## config.mk

```make
export PLATFORM = sky130hd
export DESIGN_NAME = gcns_term
export DESIGN_NICKNAME = d
export VERILOG_FILES = /design/src/rtl/core/assert_macros.svh /design/src/rtl/core/gcns_pkg.sv /design/src/rtl/core/gcns_term.sv
export SDC_FILE = /design/constraint.sdc
export NUM_CORES = 1
export LEC_CHECK = 0
export ABC_AREA = 1
export BUFFER_PORTS_ARGS = -buffer_cell sky130_fd_sc_hd__buf_2
export CAP_MARGIN = 20
export CORE_MARGIN = 5
export CORE_UTILIZATION = 48
export CTS_BUF_LIST = sky130_fd_sc_hd__clkbuf_4
export DETAILED_ROUTE_END_ITERATION = 16
export PLACE_DENSITY = 0.69
export RECOVER_POWER = 25
export SYNTH_ARGS = -nofsm -noshare
export SYNTH_HDL_FRONTEND = slang
export SYNTH_SLANG_ARGS = --single-unit
```

## constraint.sdc

```tcl
create_clock -name clk_i -period 11.7 [get_ports clk_i]
set_input_delay 1.755 -clock clk_i [delete_from_list [all_inputs] [get_ports clk_i]]
set_output_delay 1.755 -clock clk_i [all_outputs]
set_load 0.01 [all_outputs]
```

## src/rtl/core/assert_macros.svh

```systemverilog
// Assertion macros used by the top level RTL file of the codebook search block.
`ifndef ASSERT_MACROS_SVH
`define ASSERT_MACROS_SVH

// Property checked on every rising clock edge outside reset.
`define GCNS_ASSERT(lbl, prop, msg) \
  lbl: assert property (@(posedge clk_i) disable iff (!rst_ni) (prop)) else $error(msg);

// Antecedent in one cycle implies consequent in the next cycle.
`define GCNS_ASSERT_NEXT(lbl, ante, cons, msg) \
  lbl: assert property (@(posedge clk_i) disable iff (!rst_ni) (ante) |=> (cons)) \
    else $error(msg);

`endif

```

## src/rtl/core/gcns_pkg.sv

```systemverilog
// Types and constants of the gain codebook nearest search block.
package gcns_pkg;

  typedef logic signed [15:0] sample_t;
  typedef logic [1:0]         mode_t;
  typedef logic [1:0]         cfg_idx_t;
  typedef logic [8:0]         cfg_data_t;
  typedef logic [9:0]         load_addr_t;
  typedef logic [7:0]         index_t;

  localparam mode_t MODE_SCALAR   = 2'd0;
  localparam mode_t MODE_PAIR_Q12 = 2'd1;
  localparam mode_t MODE_PAIR_Q11 = 2'd2;
  localparam mode_t MODE_QUAD     = 2'd3;

  localparam cfg_idx_t CFG_SEARCH_MODE = 2'd0;
  localparam cfg_idx_t CFG_TABLE_SIZE  = 2'd1;

  localparam logic CMD_LOAD   = 1'b0;
  localparam logic CMD_SEARCH = 1'b1;

  localparam int unsigned MAG_W  = 17;
  localparam int unsigned PROD_W = 23;
  localparam int unsigned T_W    = 12;
  localparam int unsigned SQ_W   = 24;
  localparam int unsigned DIST_W = 26;

  localparam logic [PROD_W-1:0] SCALE        = PROD_W'(100);
  localparam logic [MAG_W-1:0]  SCALAR_LIMIT = MAG_W'(17'hFFFF);

  // Position of a codebook word inside its group and group boundaries.
  typedef struct packed {
    logic       first;
    logic       last;
    logic [1:0] pos;
  } tag_t;

endpackage

```

## src/rtl/core/gcns_term.sv

```systemverilog
// Distance term pipeline: absolute difference, scaling, and squaring.
module gcns_term (
  input  logic                           clk_i,
  input  logic                           rst_ni,
  input  gcns_pkg::mode_t                mode_i,
  input  gcns_pkg::sample_t              new_gain0_i,
  input  gcns_pkg::sample_t              old_pitch0_i,
  input  gcns_pkg::sample_t              new_gain1_i,
  input  gcns_pkg::sample_t              old_pitch1_i,
  input  logic                           in_valid_i,
  input  gcns_pkg::tag_t                 in_tag_i,
  input  gcns_pkg::sample_t              in_word_i,
  output logic                           out_valid_o,
  output gcns_pkg::tag_t                 out_tag_o,
  output logic [gcns_pkg::MAG_W-1:0]     out_mag_o,
  output logic [gcns_pkg::SQ_W-1:0]      out_sq_o,
  output logic                           busy_o
);
  import gcns_pkg::*;

  sample_t                   target;
  logic signed [MAG_W-1:0]   diff;
  logic [MAG_W-1:0]          mag;
  logic [PROD_W-1:0]         prod;
  logic [T_W-1:0]            scaled;

  logic                      v2_q, v3_q;
  tag_t                      tag2_q, tag3_q;
  logic [MAG_W-1:0]          mag2_q, mag3_q;
  logic [T_W-1:0]            t2_q;
  logic [SQ_W-1:0]           sq3_q;

  always_comb begin
    if (mode_i == MODE_SCALAR) begin
      target = new_gain0_i;
    end else begin
      case (in_tag_i.pos)
        2'd0:    target = old_pitch0_i;
        2'd1:    target = new_gain0_i;
        2'd2:    target = old_pitch1_i;
        2'd3:    target = new_gain1_i;
        default: target = old_pitch0_i;
      endcase
    end
  end

  assign diff = $signed({in_word_i[15], in_word_i}) - $signed({target[15], target});
  assign mag  = diff[MAG_W-1] ? MAG_W'(-diff) : MAG_W'(diff);
  assign prod = PROD_W'(mag) * SCALE;

  // Pitch words are Q14; gain words are Q12, or Q11 in the second pair mode.
  always_comb begin
    if (!in_tag_i.pos[0]) begin
      scaled = T_W'(prod >> 14);
    end else if (mode_i == MODE_PAIR_Q11) begin
      scaled = T_W'(prod >> 11);
    end else begin
      scaled = T_W'(prod >> 12);
    end
  end

  always_ff @(posedge clk_i or negedge rst_ni) begin
    if (!rst_ni) begin
      v2_q <= 1'b0;
      v3_q <= 1'b0;
    end else begin
      v2_q <= in_valid_i;
      v3_q <= v2_q;
    end
  end

  always_ff @(posedge clk_i) begin
    tag2_q <= in_tag_i;
    mag2_q <= mag;
    t2_q   <= scaled;
    tag3_q <= tag2_q;
    mag3_q <= mag2_q;
    sq3_q  <= {{(SQ_W-T_W){1'b0}}, t2_q} * {{(SQ_W-T_W){1'b0}}, t2_q};
  end

  assign out_valid_o = v3_q;
  assign out_tag_o   = tag3_q;
  assign out_mag_o   = mag3_q;
  assign out_sq_o    = sq3_q;
  assign busy_o      = v2_q | v3_q;

endmodule

```

Yosys cells after proc, flatten, opt, wreduce, memory -nomap -nowiden
Index checks and enable logic that the tools add are counted.

Bits in registers: 80. Input port bits: 89. Output and inout port bits: 47. Word-level logic and storage cells: 31.

$add $sub $neg: 2. $mul: 2. Eq/ne operators: 4. Mux-type cells: 5. Bitwise gates (word level): 1. Reductions and logical operators: 3.

Operator list (number): 16-bit case mux with 4 select lines (1); 12-bit by 12-bit multiplier with 24-bit output (1); 17-bit by 5-bit multiplier with 21-bit output (second input constant) (1); 17-bit 2-to-1 mux (1); 17-bit negation (1); 16-bit by 16-bit subtractor with 17-bit output (1); 16-bit 2-to-1 mux (1); 11-bit 2-to-1 mux (1); 9-bit 2-to-1 mux (1); 2-bit == test (second input constant) (3); 2-bit logical NOT (2); 2-bit by 1-bit == test with 1-bit output (second input constant) (1); 2-bit AND reduction (1); 1-bit bitwise OR (1).

Depth between registers and ports, before layout
Gate-level depths: netlist of the first run.

Word-level depth: 9. Depth in mapped cells: 37. Mapped depth without buffers: 37.

Worst setup path after synthesis of the first run
Ideal clock, no wire load.

Path type: input-to-reg. From: in in_tag_i[1] (netlist bit). To: reg t2_q[8]. Library setup time: 0.114 ns. Arrival: 6.703 ns. Data required time: 11.586 ns. Setup slack: 4.883 ns. Stages on the path: 33. Path buffers: 1. Cells stage by stage: nor2_1 > clkbuf_1 > nand2_1 > nand3_1 > a22oi_1 > ha_1 > a21oi_2 > nand2_1 > a21oi_1 > o21bai_2 > xor2_1 > nor2_1 > nand2_1 > nor2_2 > nand3_2 > nand2_1 > xor2_1 > inv_1 > ha_1 > ha_1 > inv_1 > fa_1 > inv_1 > ha_1 > a21oi_1 > o21a_1 > o21ai_0 > a31oi_1 > nand3_1 > nand3_1 > nand2_1 > inv_1 > nand2_1.

Cells in the longest elaborated chain, start to end: 9. Elaborated cells on any way between the ends: 12. Classes of those cells: 2 x add/sub; 1 x mul; 3 x eq/ne; 5 x mux; 1 x reduce/logical.

RTL lines: from (decl) (RTL line gcns_term.sv:11) `input gcns_pkg::tag_t in_tag_i,`; 2-bit == test, or another cell as far along (RTL line gcns_term.sv:37) `case (in_tag_i.pos)`; 16-bit case mux with 4 select lines (*) (RTL line gcns_term.sv:37); 16-bit 2-to-1 mux (*) (RTL line gcns_term.sv:34) `if (mode_i == MODE_SCALAR) begin`; 16-bit by 16-bit subtractor with 17-bit output (*) (RTL line gcns_term.sv:47) `assign diff = $signed({in_word_i[15], in_word_i}) - $signed({target[15], target});`; 17-bit negation (RTL line gcns_term.sv:48) `assign mag = diff[MAG_W-1] ? MAG_W'(-diff) : MAG_W'(diff);`; 17-bit 2-to-1 mux (*) (RTL line gcns_term.sv:48); net mag[10] (RTL line gcns_term.sv:23) `logic [MAG_W-1:0] mag;`; 17-bit by 5-bit multiplier with 21-bit output (*) (RTL line gcns_term.sv:49) `assign prod = PROD_W'(mag) * SCALE;`; 11-bit 2-to-1 mux (RTL line gcns_term.sv:55) `end else if (mode_i == MODE_PAIR_Q11) begin`; 9-bit 2-to-1 mux (*) (RTL line gcns_term.sv:53) `if (!in_tag_i.pos[0]) begin`; net scaled[8] (RTL line gcns_term.sv:25) `logic [T_W-1:0] scaled;`; to (signal assigned) (RTL line gcns_term.sv:75) `t2_q <= scaled;`; to (decl) (RTL line gcns_term.sv:30) `logic [T_W-1:0] t2_q;`.

Mark *: on every way through the listed nets, which the timed path passes. The rest lies on a longest branch. A chain may end at the register's enable or synchronous reset.

Final worst setup path of the first run
From: in in_tag_i[0] (netlist bit). To: reg t2_q[8].

The elaborated chain is that of the path after synthesis.

==> results of run 1 <==
## path summary, 6_finish.rpt
| check | from | slack (ns) | cells past startpoint | end |
|---|---|---|---|---|
| max | in_tag_i[0] | 3.93 | 34 | t2_q[8]$_DFF_P_ |
| min | tag2_q[0]$_DFF_P_ | 0.34 | 0 | out_tag_o[0]$_DFF_P_ |
| max reg2reg | t2_q[3]$_DFF_P_ | 6.07 | 20 | out_sq_o[23]$_DFF_P_ |
| min reg2reg | tag2_q[0]$_DFF_P_ | 0.34 | 0 | out_tag_o[0]$_DFF_P_ |
| max in group asynchronous | rst_ni | 10.51 | 1 | out_valid_o$_DFF_PN0_ |
| min in group asynchronous | rst_ni | 1.06 | 1 | v2_q$_DFF_PN0_ |
## synth_stat cells, types with 5 or more instances
library cell	count	area share
inv_1	254	0.10
dfxtp_1	77	0.17
a21oi_1	42	0.023
clkbuf_1	20	0.0081
a22oi_1	15	0.012
o21bai_1	5	0.0041
xor2_1	33	0.031
nand2_1	270	0.11
nand4_1	5	0.0034
nor3_1	6	0.0033
or2_1	5	0.0034
a21oi_2	6	0.0057
xor2_2	5	0.0088
o21ai_0	20	0.011
nor2_1	56	0.023
nand3_1	72	0.039
nand2_2	11	0.0075
xnor2_1	13	0.012
fa_1	90	0.20
ha_1	127	0.17
## cell families (layout without fill, tap and decap cells)
| kind of cell | count (synthesis) | after routing | synth area share |
|---|---|---|---|
| AND/OR/NAND/NOR | 445 | 445 | 0.2049 |
| flip-flops | 79 | 79 | 0.1726 |
| XOR/XNOR | 53 | 53 | 0.05726 |
| other | 1 | 1 | 0.0004067 |
| buffers and inverters | 279 | 407 | 0.1142 |
| AO/OA/AOI/OAI | 114 | 114 | 0.08169 |
| multiplexers | 1 | 1 | 0.001221 |
| adder cells (fa/ha/maj) | 217 | 217 | 0.3677 |
## critical path: cells and delay by family
| family | cells | cell delay [ns] |
|---|---|---|
| simple gates | 15 | 1.66 |
| buf+inv | 7 | 0.89 |
| compound gates | 4 | 0.95 |
| xor+xnor | 1 | 0.39 |
| fa+ha+maj | 7 | 2.55 |
## flip-flops by register name, summed over array words and instances (netlist names)
signal and cells:
out_valid_o 1, tag2_q 4, out_tag_o 4, out_sq_o 23
v2_q 1, mag2_q 17, t2_q 12, out_mag_o 17
## metal layers
layer	part of all wire	vias to the layer above
met5	0	-
li1	-	3927
met4	0.022	0
met2	0.49	113
met3	0.026	30
met1	0.46	3564
## stage by stage
| stage | util | area, sq um |
|---|---|---|
| 2_1_floorplan | - | 9221 |
| 3_3_place_gp | 0.5377 | 10120 |
| 3_5_place_dp | 0.5377 | 10120 |
| 4_1_cts | 0.5438 | 10240 |
| 5_1_grt | 0.5441 | 10240 |
| 6_report | 0.5441 | 10240 |
## area by class of cell
class                      instances  area (sq um)  area share
inverter                         256         960.9     0.09380
clock buffer                       9         67.56    0.006595
tap                              260         325.3     0.03175
clock inverter                     7         47.55    0.004641
multi-input combinational        831          6576      0.6419
timing repair buffer             135         675.6     0.06595
sequential                        79          1592      0.1554
==> results.ini, run 1 <==
[synth]
avgSynthCellArea_sq_um=7.756
synthCells=1189
synth-warning-count=0
netlist_area_sq_mm=0.009221
synth-edff-count=0
synth.distinct_cells=52
ys_seq_area_frac=0.1726
synth_nets=1495
async_reset_ff_frac=0.02532
ys.flop_type=dfxtp_1
ys_ff_latch=79

[status]
status=completed

[clock_tree]
cts_setup_buffers=0
cts-root-buf=clkbuf_4
h-tree-depth=3
clk_latency_ns=0.47
holdBufCountCts=0
clockBufferDepth=2
numCtsBuffers=9
clkTransAtPathRegs_ns=0.15
post_cts_resized=0
cts_sinks=79
cts_tree=yes

[global_route]
use_met2=0.3558
grtUsageMet3=0.02712
grt_max_degree=20
overflow=0
busiest_layer=met2
grt_pass1_wl_um=36450
first_global_vias=7767
gr-usage-met1=0.2594
antenna_found_initial=0
grt_use_total=0.2016

[die]
die_area_sq_mm=0.02208
ios=136
rows=50
start_util=0.4897
die_h_um=148.6
die_w_um=148.6
core_sq_mm=0.01883

[detailed_routing]
dr.pass1.iters=5
viasPerCell=4.841
routed_wl_um=21210
route.detailed.drc=0
antenna_left=0
drtIter0Drc=370
wl_per_cell_um=13.45
via_count=7634

[placed_design]
dp_cells=1560
dp_hpwl_um=17970
gp_congestion=0.8970
portBuffers=134
place_ws_ns=3.550

[setup_path]
cp_common_cell=nand2_1
critical_path_arrival_ns=8.20
cp_slowest_cell=fa_1
worstSetupEndpointType=register
path_class=primary input to register
worstPathMaxFanout=16
max_stage_delay_ns=0.66
worst_ep_required_time_ns=12.13
setup.worst_path.start_class=primary input

[cells_and_area]
nNetsFinal=1618
n_antenna_cell=0
layout_commonest_cell=nand2_1
syn2layout_area_growth_pct=11.10
n_fill_cell=1851
fin_cells=1577
final_cell_mix=270 x nand2_1, 254 x inv_1, 132 x buf_2
drive_gt1_frac=0.1458

[sta]
setup_violations=0
report.final.hold_viol_count=0
report.final.slew_viol_count=0
relSlewSlack=0.3542
fin_ws_ns=3.933
max_freq_mhz=128.8
timing.hold.ws_ns=0.3377
rsz0062_at_grt=false
fin_tns_setup_ns=0
worstMarginPinSlew_ns=0.9651
min_period_ns=7.767
final_min_period_over_clock_period=0.6638
fin_skew_ns=0.02645

[hold_path]
hold_path_class=register to register

[run]
drv_cap=0

Power of run 1 is left out: the tool's default activity adds up to more than one toggle a clock period on the data nets, which glitch-free logic cannot reach.
==> run 2, diff against run 1 <==
Settings changed: ABC_AREA 1 to 0, PLACE_DENSITY 0.69 to 0.72.
Clock period 11.7 ns to 6.7 ns, I/O delays scaled along.
==> run 2 against run 1 <==
Highest routed layer unchanged. Core utilization increased by 7.2 points. Count of clock-buffer cells in the layout increased by 1. Non-clock buffer count increased by 127. Via count decreased by 4.8%. Sequential cell count unchanged. Die area decreased by 3.8%. Final cell count decreased by 9.1%. Critical path depth decreased by 1.
==> results.ini, run 2 <==
[status]
status=completed  ; unchanged

[synth]
netlist_area_sq_mm=0.008843  ; was 0.009221 sq mm
synthCells=954  ; was 1189
synth_top_area_cell=fa_1  ; unchanged
yosysTopAreaCellShare=0.2037  ; was 0.1954
synth_most_common_cell=inv_1  ; was nand2_1
ys.flop_type=dfxtp_1  ; unchanged
synth.distinct_cells=70  ; was 52
synth-warning-count=0  ; unchanged
synth-edff-count=0  ; unchanged
synth_nets=1260  ; was 1495
async_reset_ff_frac=0.02532  ; unchanged
avgSynthCellArea_sq_um=9.270  ; was 7.756 sq um
ys_seq_area_frac=0.1800  ; was 0.1726
yosys-top-cells-count=130 x inv_1, 127 x ha_1, 90 x fa_1  ; was 270 x nand2_1, 254 x inv_1, 127 x ha_1
ys_ff_latch=79  ; unchanged
synthTopCellsByArea=fa_1 20%, ha_1 18%, dfxtp_1 17%, inv_1 5.5%, xnor2_1 4.2%  ; was fa_1 20%, ha_1 17%, dfxtp_1 17%, nand2_1 11%, inv_1 10%

[cells_and_area]
final_cell_mix=132 x buf_2, 125 x inv_1, 124 x buf_4  ; was 270 x nand2_1, 254 x inv_1, 132 x buf_2
nNetsFinal=1505  ; was 1618
fin_cells=1434  ; was 1577
largest_reg_flops=23  ; unchanged
syn2layout_area_growth_pct=25.57  ; was 11.10%
drive_gt1_frac=0.2924  ; was 0.1458
final_design_area_no_fill_sq_mm=0.01110  ; was 0.01024 sq mm
layout_commonest_cell=buf_2  ; was nand2_1
n_fill_cell=1529  ; was 1851

[sta]
fin_skew_ns=0.02603  ; was 0.02645 ns
relSlewSlack=0.3263  ; was 0.3542
report.final.hold_viol_count=0  ; unchanged
fin_ws_ns=0.1794  ; was 3.933 ns
max_freq_mhz=153.4
report.final.slew_viol_count=0  ; unchanged
setup_violations=0  ; unchanged
worstMarginPinSlew_ns=1.009  ; was 0.9651 ns
min_period_ns=6.521
final_min_period_over_clock_period=0.9732
timing.hold.ws_ns=0.3031  ; was 0.3377 ns

[die]
rows=49  ; was 50
core_sq_mm=0.01802  ; was 0.01883 sq mm
die_area_sq_mm=0.02124  ; was 0.02208 sq mm
die_h_um=145.7  ; was 148.6 um
ios=136  ; unchanged
die_w_um=145.7  ; was 148.6 um
start_util=0.4906  ; was 0.4897

[placed_design]
dp_hpwl_um=16140  ; was 17970 um
place_ws_ns=-0.3697  ; was 3.550 ns
portBuffers=134  ; unchanged
dp_cells=1406  ; was 1560
gp_congestion=0.8446  ; was 0.8970
place_area_sq_mm=0.01075  ; was 0.01012 sq mm

[clock_tree]
cts_tree=yes  ; unchanged
numCtsBuffers=9  ; unchanged
cts-root-buf=clkbuf_4  ; unchanged
h-tree-depth=3  ; unchanged
clkTransAtPathRegs_ns=0.14  ; was 0.15 ns
clk_latency_ns=0.47  ; about the same
holdBufCountCts=0  ; unchanged
cts_sinks=79  ; unchanged
clockBufferDepth=2  ; unchanged

[setup_path]
crit_path_end=t2_q[8]$_DFF_P_  ; unchanged
critical_path_depth=33  ; was 34
max_stage_delay_ns=0.50  ; was 0.66 ns
critical_path_arrival_ns=6.91  ; was 8.20 ns
reg2reg_slack_ns=0.63  ; was 6.07 ns
cp_top_family=compound AO/OA/AOI/OAI gates  ; was adder cells
cp_common_cell=buf_4  ; was nand2_1
worstPathMaxFanout=5  ; was 16
r2r_cells=19  ; was 20
setup.worst_path.start_class=primary input  ; unchanged
path_buf_inv=8  ; was 7
worstReg2RegStart=t2_q[6]$_DFF_P_  ; was t2_q[3]$_DFF_P_
worstSetupEndpointType=register  ; unchanged
worst_ep_required_time_ns=7.09  ; was 12.13 ns
path_class=primary input to register  ; unchanged
cp_slowest_cell=fa_1  ; unchanged
startpoint=mode_i[1]  ; was in_tag_i[0]
worst_r2r_endpoint=out_sq_o[23]$_DFF_P_  ; unchanged

[detailed_routing]
wl_per_cell_um=13.52  ; was 13.45 um
drtIter0Drc=263  ; was 370
via_count=7268  ; was 7634
route.detailed.drc=0  ; unchanged
viasPerCell=5.068  ; was 4.841
dr.pass1.iters=4  ; was 5
antenna_left=0  ; unchanged
routed_wl_um=19390  ; was 21210 um

[global_route]
overflow=0  ; unchanged
antenna_found_initial=1  ; was 0
grt_use_total=0.1866  ; was 0.2016
first_global_vias=7608  ; was 7767
grt_pass1_wl_um=33780  ; was 36450 um
grt_max_degree=24  ; was 20

[hold_path]
hold_path_class=primary input to async pin  ; was register to register

[run]
drv_cap=0  ; unchanged

## run 2: cell families (layout without fill, tap and decap cells)
| kind of cell | count (synthesis) | count (layout) | share of synthesized area |
|---|---|---|---|
| AOI/OAI and AO/OA | 160 | 160 | 0.1263 |
| xor gates and xnor gates | 70 | 70 | 0.06933 |
| adders and majority gates | 217 | 217 | 0.3834 |
| buffers and inverters | 158 | 408 | 0.06763 |
| DFF | 79 | 79 | 0.1800 |
| muxes | 21 | 21 | 0.02490 |
| other | 1 | 2 | 0.0004240 |
| and+or+nand+nor | 248 | 248 | 0.1480 |
## run 2: worst min path at each step
stage / end / slack (ns) / cells after the start
floorplan: out_mag_o[0]$_DFF_P_ / 0.31 / 0
global placement: out_tag_o[0]$_DFF_P_ / 0.31 / 0
detailed placement: out_mag_o[16]$_DFF_P_ / 0.31 / 0
CTS: out_valid_o$_DFF_PN0_ / 0.25 / 1
global route: v2_q$_DFF_PN0_ / 0.25 / 1
finish: v2_q$_DFF_PN0_ / 0.30 / 1
## run 2: cell type report
class                           count  area [sq um]  share of cell area
Timing Repair Buffer              262          1660              0.1495
Clock inverter                      6         68.82            0.006197
Antenna cell                        1         2.502           0.0002254
Tap cell                          229         286.5             0.02580
Sequential cell                    79          1592              0.1433
Multi-Input combinational cell    717          6929              0.6240
Clock buffer                       10         75.07            0.006761
Inverter                          130         490.5             0.04417
## run 2: metal layers
metal / track usage / up-vias / wire length, um
met2: 0.3329 / 114 / 9852
met1: 0.2365 / 3463 / 8585
met4: 0.04524 / 0 / 301
met3: 0.02896 / 22 / 648
met5: 0 / - / 0
li1: - / 3669 / -
## run 2: worst register-to-register path: stages, from the launching register on
cell and delay, ns:
dfxtp_1 0.58, inv_1 0.19, nor2_1 0.25, fa_1 0.45
inv_1 0.08, fa_1 0.43, fa_1 0.49, inv_1 0.05
fa_1 0.52, fa_1 0.50, ha_1 0.25, nor2_1 0.13
o211ai_1 0.19, a311o_1 0.41, a2111oi_2 0.43, o311ai_1 0.24
a21boi_0 0.27, o21bai_1 0.10, a21oi_1 0.20, xor2_1 0.21
## run 2: repair_timing
action | in CTS | in global routing
buffers inserted | 0 | 11
resized for setup | 0 | 26
endpoints found under the setup margin | 0 | 10
## run 2: through the flow
stage          TNS (ns)  utilization
2_1_floorplan  -0.03688            -
3_3_place_gp     -1.190       0.5966
3_5_place_dp     -2.593       0.5966
4_1_cts               0       0.6046
5_1_grt         -0.4823       0.6161
6_report              0       0.6161
Power of run 2 is left out for the same reason.
==> run 3, diff against run 2 <==
Settings changed: CELL_PAD_IN_SITES_DETAIL_PLACEMENT from default to 0, CELL_PAD_IN_SITES_GLOBAL_PLACEMENT from default to 1, CORE_UTILIZATION 48 to 41, PLACE_DENSITY 0.72 to 0.79.
==> run 3 against run 2 <==
Critical path depth decreased by 2. Register-to-register slack got worse by 0.06 ns. Worst hold slack got worse by 0.024 ns. Die area increased by 16%. First-iteration DRC count decreased by 1.5%. Count of clock-buffer cells in the layout decreased by 1. Maximum frequency increased by 0.64%. Final cell count increased by 3.4%. Via count increased by 0.84%. Global-route usage decreased by 1.7 points. Critical endpoint unchanged. Largest cell class unchanged.
==> results.ini, run 3 (synthesis results as in run 2) <==
[clock_tree]
numCtsBuffers=9  ; unchanged
clockBufferDepth=2  ; unchanged
cts-root-buf=clkbuf_4  ; unchanged
h-tree-depth=3  ; unchanged
clk_latency_ns=0.48  ; was 0.47 ns
cts_sinks=79  ; unchanged
cts_tree=yes  ; unchanged
clkTransAtPathRegs_ns=0.14  ; about the same
holdBufCountCts=0  ; unchanged

[sta]
worstMarginPinSlew_ns=1.058  ; was 1.009 ns
final_min_period_over_clock_period=0.9670  ; was 0.9732
setup_violations=0  ; unchanged
max_freq_mhz=154.4  ; was 153.4 MHz
fin_skew_ns=0.01849  ; was 0.02603 ns
relSlewSlack=0.2935  ; was 0.3263
min_period_ns=6.479  ; was 6.521 ns
fin_ws_ns=0.2212  ; was 0.1794 ns
report.final.slew_viol_count=0  ; unchanged
report.final.hold_viol_count=0  ; unchanged
fin_tns_setup_ns=0  ; unchanged

[placed_design]
gp_congestion=0.8446  ; unchanged
portBuffers=134  ; unchanged
place_ws_ns=-0.3552  ; was -0.3697 ns
dp_hpwl_um=16660  ; was 16140 um

[run]
drv_cap=0  ; unchanged

[setup_path]
setup.worst_path.start_class=primary input  ; unchanged
cp_slowest_cell=fa_1  ; unchanged
critical_path_arrival_ns=6.87  ; was 6.91 ns
worst_ep_required_time_ns=7.09  ; about the same
max_stage_delay_ns=0.49  ; was 0.50 ns
path_class=primary input to register  ; unchanged
worstSetupEndpointType=register  ; unchanged
worstPathMaxFanout=6  ; was 5
cp_common_cell=buf_4  ; unchanged

[detailed_routing]
routed_wl_um=20180  ; was 19390 um
via_count=7329  ; was 7268
dr.pass1.iters=5  ; was 4
drtIter0Drc=259  ; was 263
antenna_left=0  ; unchanged
route.detailed.drc=0  ; unchanged
viasPerCell=4.942  ; was 5.068
wl_per_cell_um=13.60  ; was 13.52 um

[die]
core_sq_mm=0.02115  ; was 0.01802 sq mm
die_h_um=156.9  ; was 145.7 um
rows=53  ; was 49
die_w_um=156.9  ; was 145.7 um
ios=136  ; unchanged
start_util=0.4181  ; was 0.4906
die_area_sq_mm=0.02461  ; was 0.02124 sq mm

[global_route]
overflow=0  ; unchanged
grt_use_total=0.1697  ; was 0.1866
grt_pass1_wl_um=34320  ; was 33780 um
first_global_vias=7611  ; was 7608
antenna_found_initial=1  ; unchanged
grt_max_degree=24  ; unchanged

[hold_path]
hold_path_class=primary input to async pin  ; unchanged

[cells_and_area]
final_cell_mix=132 x buf_2, 126 x buf_4, 124 x inv_1  ; was 132 x buf_2, 125 x inv_1, 124 x buf_4
nNetsFinal=1508  ; was 1505
largest_reg_flops=23  ; unchanged
layout_commonest_cell=buf_2  ; unchanged
syn2layout_area_growth_pct=27.42  ; was 25.57%
drive_gt1_frac=0.2958  ; was 0.2924

[status]
status=completed  ; unchanged

## run 3: per-layer routing
layer	wire length [um]	vias to the layer above	GRT usage	share of wire
met5	0	-	0	0
met4	303	0	0.04132	0.015
met3	706	21	0.02683	0.035
met2	10070	106	0.3023	0.50
met1	9090	3528	0.2151	0.45
li1	-	3674	-	-
## run 3: critical path: cells and delay by family
family / cells / cell delay (ns)
muxes: 1 / 0.17
and+or+nand+nor: 6 / 0.84
adders and majority gates: 6 / 1.87
xor gates and xnor gates: 1 / 0.17
AOI/OAI and AO/OA: 9 / 1.88
buffers and inverters: 8 / 0.92
## run 3: metrics by stage
| step | hold WS (ns) | utilization | instances | cell area, sq um |
|---|---|---|---|---|
| 4_1_cts | 0.2370 | 0.5201 | 1470 | 11000 |
| 5_1_grt | 0.2313 | 0.5327 | 1483 | 11270 |
| 2_1_floorplan | 0.3096 | - | 954 | 9064 |
| 3_3_place_gp | 0.3103 | 0.5124 | 1454 | 10840 |
| 3_5_place_dp | 0.3121 | 0.5124 | 1454 | 10840 |
| 6_report | 0.2789 | 0.5327 | 1483 | 11270 |
## run 3: worst paths after layout
| kind | slack (ns) | startpoint | depth (start not counted) | endpoint |
|---|---|---|---|---|
| min reg2reg | 0.33 | mag2_q[14]$_DFF_P_ | 0 | out_mag_o[14]$_DFF_P_ |
| max reg2reg | 0.57 | t2_q[6]$_DFF_P_ | 19 | out_sq_o[23]$_DFF_P_ |
| min | 0.28 | rst_ni | 1 | out_valid_o$_DFF_PN0_ |
| max in group asynchronous | 6.30 | rst_ni | 1 | v2_q$_DFF_PN0_ |
| min in group clk_i | 0.33 | mag2_q[14]$_DFF_P_ | 0 | out_mag_o[14]$_DFF_P_ |
| max | 0.22 | in_tag_i[0] | 31 | t2_q[8]$_DFF_P_ |
## run 3: repair_timing
action | in CTS | in global routing
gates resized for setup | 0 | 29
buffers inserted | 0 | 11
setup endpoints to repair | 0 | 11
## run 3: layout make-up
| cell class | instances | area (sq um) |
|---|---|---|
| fill | 1958 | 9886 |
| multi-input combinational | 717 | 6967 |
| timing repair buffer | 265 | 1709 |
| sequential | 79 | 1592 |
| inverter | 130 | 490.5 |
| tap | 275 | 344.1 |
| clock inverter | 7 | 96.34 |
| clock buffer | 9 | 67.56 |
| antenna | 1 | 2.502 |
Power of run 3 is left out for the same reason.
